$ cat src/rtl/smbf_pkg.sv
package smbf_pkg;

    // Register and state widths
    localparam int unsigned GL_W        = 7;
    localparam int unsigned POS_W       = 6;
    localparam logic [GL_W-1:0] GROUP_MAX   = 7'd64;
    localparam logic [GL_W-1:0] GROUP_RESET = 7'd12;
    localparam logic [GL_W-1:0] GROUP_MIN   = 7'd1;

    // Framing bytes sent on reads
    localparam logic [7:0] STX_CODE  = 8'h02;
    localparam logic [7:0] ETX_CODE  = 8'h03;
    localparam logic [7:0] FILL_CODE = 8'h00;

    // Stream widths
    localparam int unsigned S_DATA_W = 16;
    localparam int unsigned M_DATA_W = 16;

    // Job queue between front and back
    localparam int unsigned QUEUE_DEPTH = 2;
    localparam int unsigned QPTR_W      = 1;
    localparam int unsigned QCNT_W      = 2;

    // Serializer steps: 0..7 carry bits, 8 is the chip-select release
    localparam int unsigned STEP_W = 4;
    localparam logic [STEP_W-1:0] LAST_BIT_STEP = 4'd7;
    localparam logic [STEP_W-1:0] PAUSE_STEP    = 4'd8;
    localparam logic [2:0]        BIT_TOP       = 3'd7;

    typedef enum logic {
        CMD_WRITE = 1'b0,
        CMD_READ  = 1'b1
    } cmd_t;

    typedef struct packed {
        logic [7:0] send_byte;
        logic [7:0] rx_src;
        logic       do_pause;
    } job_t;

endpackage

$ cat src/rtl/smbf_front.sv
module smbf_front (
    input  logic                         aclk,
    input  logic                         aresetn,
    input  logic                         cfg_wr_en,
    input  logic [smbf_pkg::GL_W-1:0]    cfg_wr_data,
    input  logic                         s_tvalid,
    output logic                         s_tready,
    input  logic [smbf_pkg::S_DATA_W-1:0] s_tdata,
    input  logic                         s_tlast,
    input  logic                         s_tuser,
    input  logic                         q_full,
    output logic                         q_push,
    output smbf_pkg::job_t               q_job
);
    import smbf_pkg::*;

    logic [GL_W-1:0]  group_length_reg;
    logic [POS_W-1:0] group_pos_reg, group_pos_next;
    logic             msg_start_reg, msg_start_next;

    logic [GL_W-1:0]  gl_eff;
    logic [GL_W-1:0]  gl_m1_full;
    logic [POS_W-1:0] gl_m1;
    logic             is_read;
    logic [7:0]       tx_byte;
    logic [7:0]       miso_bits;
    logic             accept;

    assign tx_byte   = s_tdata[7:0];
    assign miso_bits = s_tdata[15:8];
    assign is_read   = (cmd_t'(s_tuser) == CMD_READ);
    assign s_tready  = !q_full;
    assign accept    = s_tvalid && s_tready;
    assign q_push    = accept;

    // Clamp the group length into its legal range
    always_comb begin
        if (group_length_reg == '0) begin
            gl_eff = GROUP_MIN;
        end else if (group_length_reg > GROUP_MAX) begin
            gl_eff = GROUP_MAX;
        end else begin
            gl_eff = group_length_reg;
        end
        gl_m1_full = gl_eff - GROUP_MIN;
        gl_m1      = gl_m1_full[POS_W-1:0];
    end

    // Classify the word: pick the byte to send and decide on a pause
    always_comb begin
        if (is_read) begin
            if (msg_start_reg) begin
                q_job.send_byte = STX_CODE;
            end else if (s_tlast) begin
                q_job.send_byte = ETX_CODE;
            end else begin
                q_job.send_byte = FILL_CODE;
            end
            q_job.rx_src = miso_bits;
        end else begin
            q_job.send_byte = tx_byte;
            q_job.rx_src    = '0;
        end
        q_job.do_pause = !s_tlast && (group_pos_reg >= gl_m1);
    end

    // Advance the group count and message-start flag per accepted word
    always_comb begin
        group_pos_next = group_pos_reg;
        msg_start_next = msg_start_reg;
        if (accept) begin
            if (s_tlast || q_job.do_pause) begin
                group_pos_next = '0;
            end else begin
                group_pos_next = group_pos_reg + POS_W'(1);
            end
            msg_start_next = s_tlast;
        end
    end

    always_ff @(posedge aclk) begin
        if (!aresetn) begin
            group_length_reg <= GROUP_RESET;
            group_pos_reg    <= '0;
            msg_start_reg    <= 1'b1;
        end else begin
            if (cfg_wr_en) begin
                group_length_reg <= cfg_wr_data;
            end
            group_pos_reg <= group_pos_next;
            msg_start_reg <= msg_start_next;
        end
    end

    a_last_restarts: assert property (@(posedge aclk) disable iff (!aresetn)
        (accept && s_tlast) |=> (group_pos_reg == '0) && msg_start_reg)
        else $error("last byte did not restart the message");

    a_pause_clears_pos: assert property (@(posedge aclk) disable iff (!aresetn)
        (accept && q_job.do_pause) |=> (group_pos_reg == '0) && !msg_start_reg)
        else $error("pause did not restart the group");

    a_pause_never_last: assert property (@(posedge aclk) disable iff (!aresetn)
        (accept && s_tlast) |-> !q_job.do_pause)
        else $error("pause scheduled after last byte");

endmodule

$ cat src/rtl/smbf_queue.sv
module smbf_queue (
    input  logic           aclk,
    input  logic           aresetn,
    input  logic           push,
    input  smbf_pkg::job_t push_job,
    output logic           full,
    input  logic           pop,
    output smbf_pkg::job_t head,
    output logic           empty
);
    import smbf_pkg::*;

    job_t              entries_reg [QUEUE_DEPTH];
    logic [QPTR_W-1:0] wr_ptr_reg, wr_ptr_next;
    logic [QPTR_W-1:0] rd_ptr_reg, rd_ptr_next;
    logic [QCNT_W-1:0] count_reg, count_next;

    assign full  = (count_reg == QCNT_W'(QUEUE_DEPTH));
    assign empty = (count_reg == '0);
    assign head  = entries_reg[rd_ptr_reg];

    // Advance pointers with wrap at the queue depth
    always_comb begin
        wr_ptr_next = wr_ptr_reg;
        rd_ptr_next = rd_ptr_reg;
        count_next  = count_reg;
        if (push) begin
            wr_ptr_next = (wr_ptr_reg == QPTR_W'(QUEUE_DEPTH - 1)) ? '0
                                                                  : wr_ptr_reg + QPTR_W'(1);
        end
        if (pop) begin
            rd_ptr_next = (rd_ptr_reg == QPTR_W'(QUEUE_DEPTH - 1)) ? '0
                                                                  : rd_ptr_reg + QPTR_W'(1);
        end
        if (push && !pop) begin
            count_next = count_reg + QCNT_W'(1);
        end else if (pop && !push) begin
            count_next = count_reg - QCNT_W'(1);
        end
    end

    always_ff @(posedge aclk) begin
        if (!aresetn) begin
            wr_ptr_reg <= '0;
            rd_ptr_reg <= '0;
            count_reg  <= '0;
        end else begin
            wr_ptr_reg <= wr_ptr_next;
            rd_ptr_reg <= rd_ptr_next;
            count_reg  <= count_next;
        end
    end

    // Store the pushed job
    always_ff @(posedge aclk) begin
        if (push) begin
            entries_reg[wr_ptr_reg] <= push_job;
        end
    end

    a_no_overflow: assert property (@(posedge aclk) disable iff (!aresetn)
        push |-> !full)
        else $error("push into full queue");

    a_no_underflow: assert property (@(posedge aclk) disable iff (!aresetn)
        pop |-> !empty)
        else $error("pop from empty queue");

    a_count_bound: assert property (@(posedge aclk) disable iff (!aresetn)
        count_reg <= QCNT_W'(QUEUE_DEPTH))
        else $error("queue count out of range");

endmodule

$ cat src/rtl/smbf_back.sv
module smbf_back (
    input  logic                          aclk,
    input  logic                          aresetn,
    input  logic                          q_empty,
    input  smbf_pkg::job_t                head,
    output logic                          q_pop,
    output logic                          m_tvalid,
    input  logic                          m_tready,
    output logic [smbf_pkg::M_DATA_W-1:0] m_tdata,
    output logic                          m_tlast,
    output logic                          m_tuser
);
    import smbf_pkg::*;

    logic [STEP_W-1:0]   step_reg, step_next;
    logic                m_valid_reg, m_valid_next;
    logic [M_DATA_W-1:0] m_data_reg;
    logic                m_last_reg;
    logic                m_pause_reg;

    logic                out_free;
    logic                emit;
    logic                is_pause_step;
    logic                final_step;
    logic [2:0]          bit_idx;
    logic [7:0]          rx_mask;
    logic                mosi_bit;
    logic                chip_select_n;
    logic [7:0]          rx_byte;
    logic [M_DATA_W-1:0] data_word;

    assign out_free      = !m_valid_reg || m_tready;
    assign emit          = out_free && !q_empty;
    assign is_pause_step = (step_reg == PAUSE_STEP);
    assign final_step    = is_pause_step || ((step_reg == LAST_BIT_STEP) && !head.do_pause);
    assign q_pop         = emit && final_step;

    // Build one result: a serial bit, or the chip-select release
    always_comb begin
        bit_idx = BIT_TOP - step_reg[2:0];
        if (is_pause_step) begin
            rx_mask       = 8'hFF;
            mosi_bit      = 1'b0;
            chip_select_n = 1'b1;
        end else begin
            rx_mask       = 8'hFF << bit_idx;
            mosi_bit      = head.send_byte[bit_idx];
            chip_select_n = 1'b0;
        end
        rx_byte   = head.rx_src & rx_mask;
        data_word = {{(M_DATA_W - 10){1'b0}}, rx_byte, chip_select_n, mosi_bit};
    end

    // Step through the job and track the output register
    always_comb begin
        step_next    = step_reg;
        m_valid_next = m_valid_reg;
        if (emit) begin
            step_next    = final_step ? '0 : step_reg + STEP_W'(1);
            m_valid_next = 1'b1;
        end else if (m_tready) begin
            m_valid_next = 1'b0;
        end
    end

    always_ff @(posedge aclk) begin
        if (!aresetn) begin
            step_reg    <= '0;
            m_valid_reg <= 1'b0;
        end else begin
            step_reg    <= step_next;
            m_valid_reg <= m_valid_next;
        end
    end

    // Load the output word
    always_ff @(posedge aclk) begin
        if (emit) begin
            m_data_reg  <= data_word;
            m_last_reg  <= final_step;
            m_pause_reg <= is_pause_step;
        end
    end

    assign m_tvalid = m_valid_reg;
    assign m_tdata  = m_data_reg;
    assign m_tlast  = m_last_reg;
    assign m_tuser  = m_pause_reg;

    a_step_bound: assert property (@(posedge aclk) disable iff (!aresetn)
        step_reg <= PAUSE_STEP)
        else $error("serializer step out of range");

    a_pause_step_needs_pause: assert property (@(posedge aclk) disable iff (!aresetn)
        (is_pause_step && !q_empty) |-> head.do_pause)
        else $error("pause step reached on a job without pause");

    a_step_holds_when_blocked: assert property (@(posedge aclk) disable iff (!aresetn)
        !emit |=> $stable(step_reg))
        else $error("serializer step moved without emitting");

endmodule

$ cat src/rtl/spi_mcu_link_byte_framer_top.sv
// SPI master byte framer for a microcontroller link.
// Input stream: one word per byte. s_tuser is the command (0 write, 1 read),
// s_tlast marks the last byte of a message, s_tdata holds tx_byte and the
// eight MISO samples for that byte (first sample in bit 15).
// Output stream: one word per serial bit clock, MSB first. m_tuser flags the
// chip-select release that follows every group_length bytes of a message
// (never after its last byte); m_tlast marks the final word of each byte.
// Configuration: cfg_wr_en writes group_length (1..64, reset 12); write it
// only while the block is idle.
// Path: a taken byte is written into the job queue, then its first output word is registered.
// Throughput: eight words per byte, nine when a chip-select release is due; the
// serializer emits one word per cycle while the receiver is ready. A two-entry job
// queue lets new bytes be taken while the serializer is busy.
// Reset: group count cleared, the next byte starts a message, group_length 12,
// queue and output register empty.
// Receiver stall: the output word holds; the serializer waits, and once the
// queue fills s_tready drops.
module spi_mcu_link_byte_framer_top (
    input  logic                          aclk,
    input  logic                          aresetn,
    input  logic                          cfg_wr_en,
    input  logic [smbf_pkg::GL_W-1:0]     cfg_wr_data,
    input  logic                          s_tvalid,
    output logic                          s_tready,
    // [7:0] tx_byte, [15:8] miso_bits
    input  logic [smbf_pkg::S_DATA_W-1:0] s_tdata,
    input  logic                          s_tlast,
    // [0] command
    input  logic                          s_tuser,
    output logic                          m_tvalid,
    input  logic                          m_tready,
    // [0] mosi_bit, [1] chip_select_n, [9:2] rx_byte, [15:10] zero
    output logic [smbf_pkg::M_DATA_W-1:0] m_tdata,
    output logic                          m_tlast,
    // [0] pause
    output logic                          m_tuser
);
    import smbf_pkg::*;

    logic q_full;
    logic q_empty;
    logic q_push;
    logic q_pop;
    job_t push_job;
    job_t head_job;

    smbf_front u_front (
        .aclk        (aclk),
        .aresetn     (aresetn),
        .cfg_wr_en   (cfg_wr_en),
        .cfg_wr_data (cfg_wr_data),
        .s_tvalid    (s_tvalid),
        .s_tready    (s_tready),
        .s_tdata     (s_tdata),
        .s_tlast     (s_tlast),
        .s_tuser     (s_tuser),
        .q_full      (q_full),
        .q_push      (q_push),
        .q_job       (push_job)
    );

    smbf_queue u_queue (
        .aclk     (aclk),
        .aresetn  (aresetn),
        .push     (q_push),
        .push_job (push_job),
        .full     (q_full),
        .pop      (q_pop),
        .head     (head_job),
        .empty    (q_empty)
    );

    smbf_back u_back (
        .aclk     (aclk),
        .aresetn  (aresetn),
        .q_empty  (q_empty),
        .head     (head_job),
        .q_pop    (q_pop),
        .m_tvalid (m_tvalid),
        .m_tready (m_tready),
        .m_tdata  (m_tdata),
        .m_tlast  (m_tlast),
        .m_tuser  (m_tuser)
    );

endmodule

$ cat config.mk
export PLATFORM = sky130hd
export DESIGN_NAME = spi_mcu_link_byte_framer_top
export DESIGN_NICKNAME = d
export VERILOG_FILES = /design/src/rtl/smbf_pkg.sv /design/src/rtl/smbf_front.sv /design/src/rtl/smbf_queue.sv /design/src/rtl/smbf_back.sv /design/src/rtl/spi_mcu_link_byte_framer_top.sv
export SDC_FILE = /design/constraint.sdc
export NUM_CORES = 1
export LEC_CHECK = 0
export ABC_CLOCK_PERIOD_IN_PS = 7160
export BUFFER_PORTS_ARGS = -buffer_cell sky130_fd_sc_hd__buf_4
export CORE_ASPECT_RATIO = 0.8
export CORE_MARGIN = 10
export CORE_UTILIZATION = 45
export CTS_CLUSTER_SIZE = 16
export DETAILED_ROUTE_END_ITERATION = 10
export PLACE_DENSITY_LB_ADDON = 0.12
export SLEW_MARGIN = 20
export SYNTH_ARGS = -nofsm -noshare
export SYNTH_HDL_FRONTEND = slang
export SYNTH_SLANG_ARGS = --single-unit
$ cat constraint.sdc
create_clock -name aclk -period 7.16 [get_ports aclk]
set_input_delay 0.358 -clock aclk [delete_from_list [all_inputs] [get_ports aclk]]
set_output_delay 0.358 -clock aclk [all_outputs]
set_load 0.05 [all_outputs]
==> metrics.txt <==
Post-synth top flop edfxtp_1; routed len/inst 15.3 um; CTS H-tree lvls 3; unrepaired setup endpoints after global routing false; internal power 0.705 mW; Starting Density 0.459; clock latency at the later pin of the worst-skew pair 340 ps; setup TNS 0 ps; Ports 50; Worst EP arrival 3450 ps; Hold Crit Start aresetn; Sink Count 69; Final Cycle Share 0.446; synth cell count leaders 45 x edfxtp_1, 25 x nand2_1, 24 x dfxtp_1, 24 x nor2_1; min Tclk post-route 3190 ps; Crit. End Element flop; row cnt 27; post-CTS setup buffers 0; f_max 313 MHz; CP Launch Type flop; EDFF count, synth 45; post-synthesis sequential area ratio 0.585; r2r worst-path depth 14; Synth-to-Final Area Change 17.4%; Die Y-Extent 94.6 um; hold-fix buffer count after cts 0; final net count 360; initial antenna violation count 0; Routed WL 6.26 mm; Slew @ Worst Pin 938 ps; maxcap violations 0; leading area contributor after synthesis edfxtp_1; Final Hold Slack 233 ps; static leakage 1.43 nW; final cell count without fillers 409; P per Cell Area 279 nW/um^2; die footprint 10700 um^2; Min-Delay Endpoint u_front.group_length_reg[2]; die width 113 um; vias in the first global route 1959; Cell Area, Synth 3130 um^2; Vias 2076; clock skew 9.89 ps; Worst-path clk slew 70 ps; DP HPWL 4.45 mm; Total GRT Usage 0.121; WS Path Type flop to flop; endpoints failing setup 0; GRT overflow 0; Area after DPL 3510 um^2; Final Util 0.539; combinational power share 0.230; Sw Pwr 0.321 mW; core area 6820 um^2; CTS Buffer Depth 2; power share of the clock group 0.275; Final ANT Viol Nets 0; Worst Slack Setup Final 3970 ps; status completed; DRC 0; total power 1.03 mW; Syn Area/Cell 11.5 um^2; Worst Path Required 7420 ps; CTS root buf clkbuf_8; largest net degree at the start of global routing 22; flops & latches, synth 69; Antenna Cells 0; Synth cell types 37; worst vdd ir 0.000124 V; Post-Place Worst Slack 4000 ps; max FFs per register 34; Max Slew Vio Count 0; cell count after placement 393; Flop pwr share 0.495; CTS tree built; top-count cell post-synth edfxtp_1; cell area after layout 3680 um^2; layout cell share with drive strength beyond 1 0.208; Final Hold Fails 0; worst rel slew slack 0.374; DR iter-0 viols 115; Buffers on Ports 43; Syn. warnings 0; sw frac 0.313; Reg2Reg Capture Point u_front.group_pos_reg[2]; cells after synthesis 272; reg-to-reg slack, setup 3970 ps; Vias/cell 5.08; CP Max Fanout 9; hold path cells 2; TritonRoute pass-1 iters 4; hold crit path type input port to flop; CP Launch Point u_front.group_length_reg[0]; Post-synth ARST share 0; share of the synthesized area in the top cell type 0.431; RR Startpoint u_front.group_length_reg[0]; TritonCTS Buffers 9; CTS resizes 0; top cells by area, synth edfxtp_1 43%, dfxtp_1 15%, ha_1 5.2%, mux2i_1 4.8%, nand2_1 3.0%; GPL Wtd Cong 0.778; first-pass GRT wire length 9.97 mm
[cell type report]
cell class | count | area, um^2
fillers | 604 | 3150
multi-input cells | 181 | 1190
repair buffers | 43 | 323
inverters | 13 | 48.8
flip-flops and latches | 69 | 1830
clock buffers | 14 | 163
clock inverters | 2 | 10.0
well taps | 87 | 109
[cells in the final DEF (no fill, tap or decap), types with 7 or more instances in the layout]
master and instances:
edfxtp_1 45, and2_1 8, a21oi_1 15, mux2i_1 15, buf_4 43, nor2b_1 8
dfxtp_1 24, nor2_1 23, nand2_1 25, ha_1 13, inv_1 9, clkbuf_8 11
nand3_1 15, a31oi_1 7
[cells by family (layout without fill, tap and decap cells)]
logic type | after synthesis | in the layout | share of synthesized area
and+or+nand+nor | 101 | 101 | 0.160
DFF | 69 | 69 | 0.585
AOI/OAI and AO/OA | 35 | 35 | 0.0635
buffers and inverters | 27 | 72 | 0.0411
muxes | 21 | 21 | 0.0839
adders and majority gates | 13 | 13 | 0.0519
xor gates and xnor gates | 5 | 5 | 0.0140
other | 1 | 6 | 0.00120
[worst max-delay path by stage]
| stage | end | slack, ps | cells past startpoint |
|---|---|---|---|
| 2_1_floorplan | u_front.group_pos_reg[2] | 4170 | 15 |
| 3_3_place_gp | u_front.group_pos_reg[2] | 4100 | 14 |
| 3_5_place_dp | u_front.group_pos_reg[2] | 4000 | 14 |
| 4_1_cts | u_front.group_pos_reg[2] | 3990 | 14 |
| 5_1_grt | u_front.group_pos_reg[3] | 3690 | 14 |
| 6_report | u_front.group_pos_reg[2] | 3970 | 14 |
[metal layers]
metal	share of wire	track usage
met2	0.43	0.163
met5	0	0
met4	0.012	0.0443
met3	0.070	0.0570
met1	0.49	0.163
[power by group through the flow]
stage | Combinational, mW | Clock [mW] | Sequential [mW]
floorplan | 0.114 | 0 | 0.569
global placement | 0.236 | 0 | 0.515
detailed placement | 0.239 | 0 | 0.517
CTS | 0.239 | 0.292 | 0.508
global route | 0.258 | 0.308 | 0.514
finish | 0.236 | 0.282 | 0.508
[critical path, stage by stage, from the launching register on]
cell and delay (ps):
dfxtp_1 320, or3_1 400, or3_1 340, nor2_1 100
o21ai_1 100, ha_1 240, nand3_1 90, o21ai_0 80
a21o_1 190, ha_1 280, a21oi_1 220, a31o_1 170
a31o_1 280, nand4b_1 140, a31oi_1 170
(Power assumes the default switching activity.)
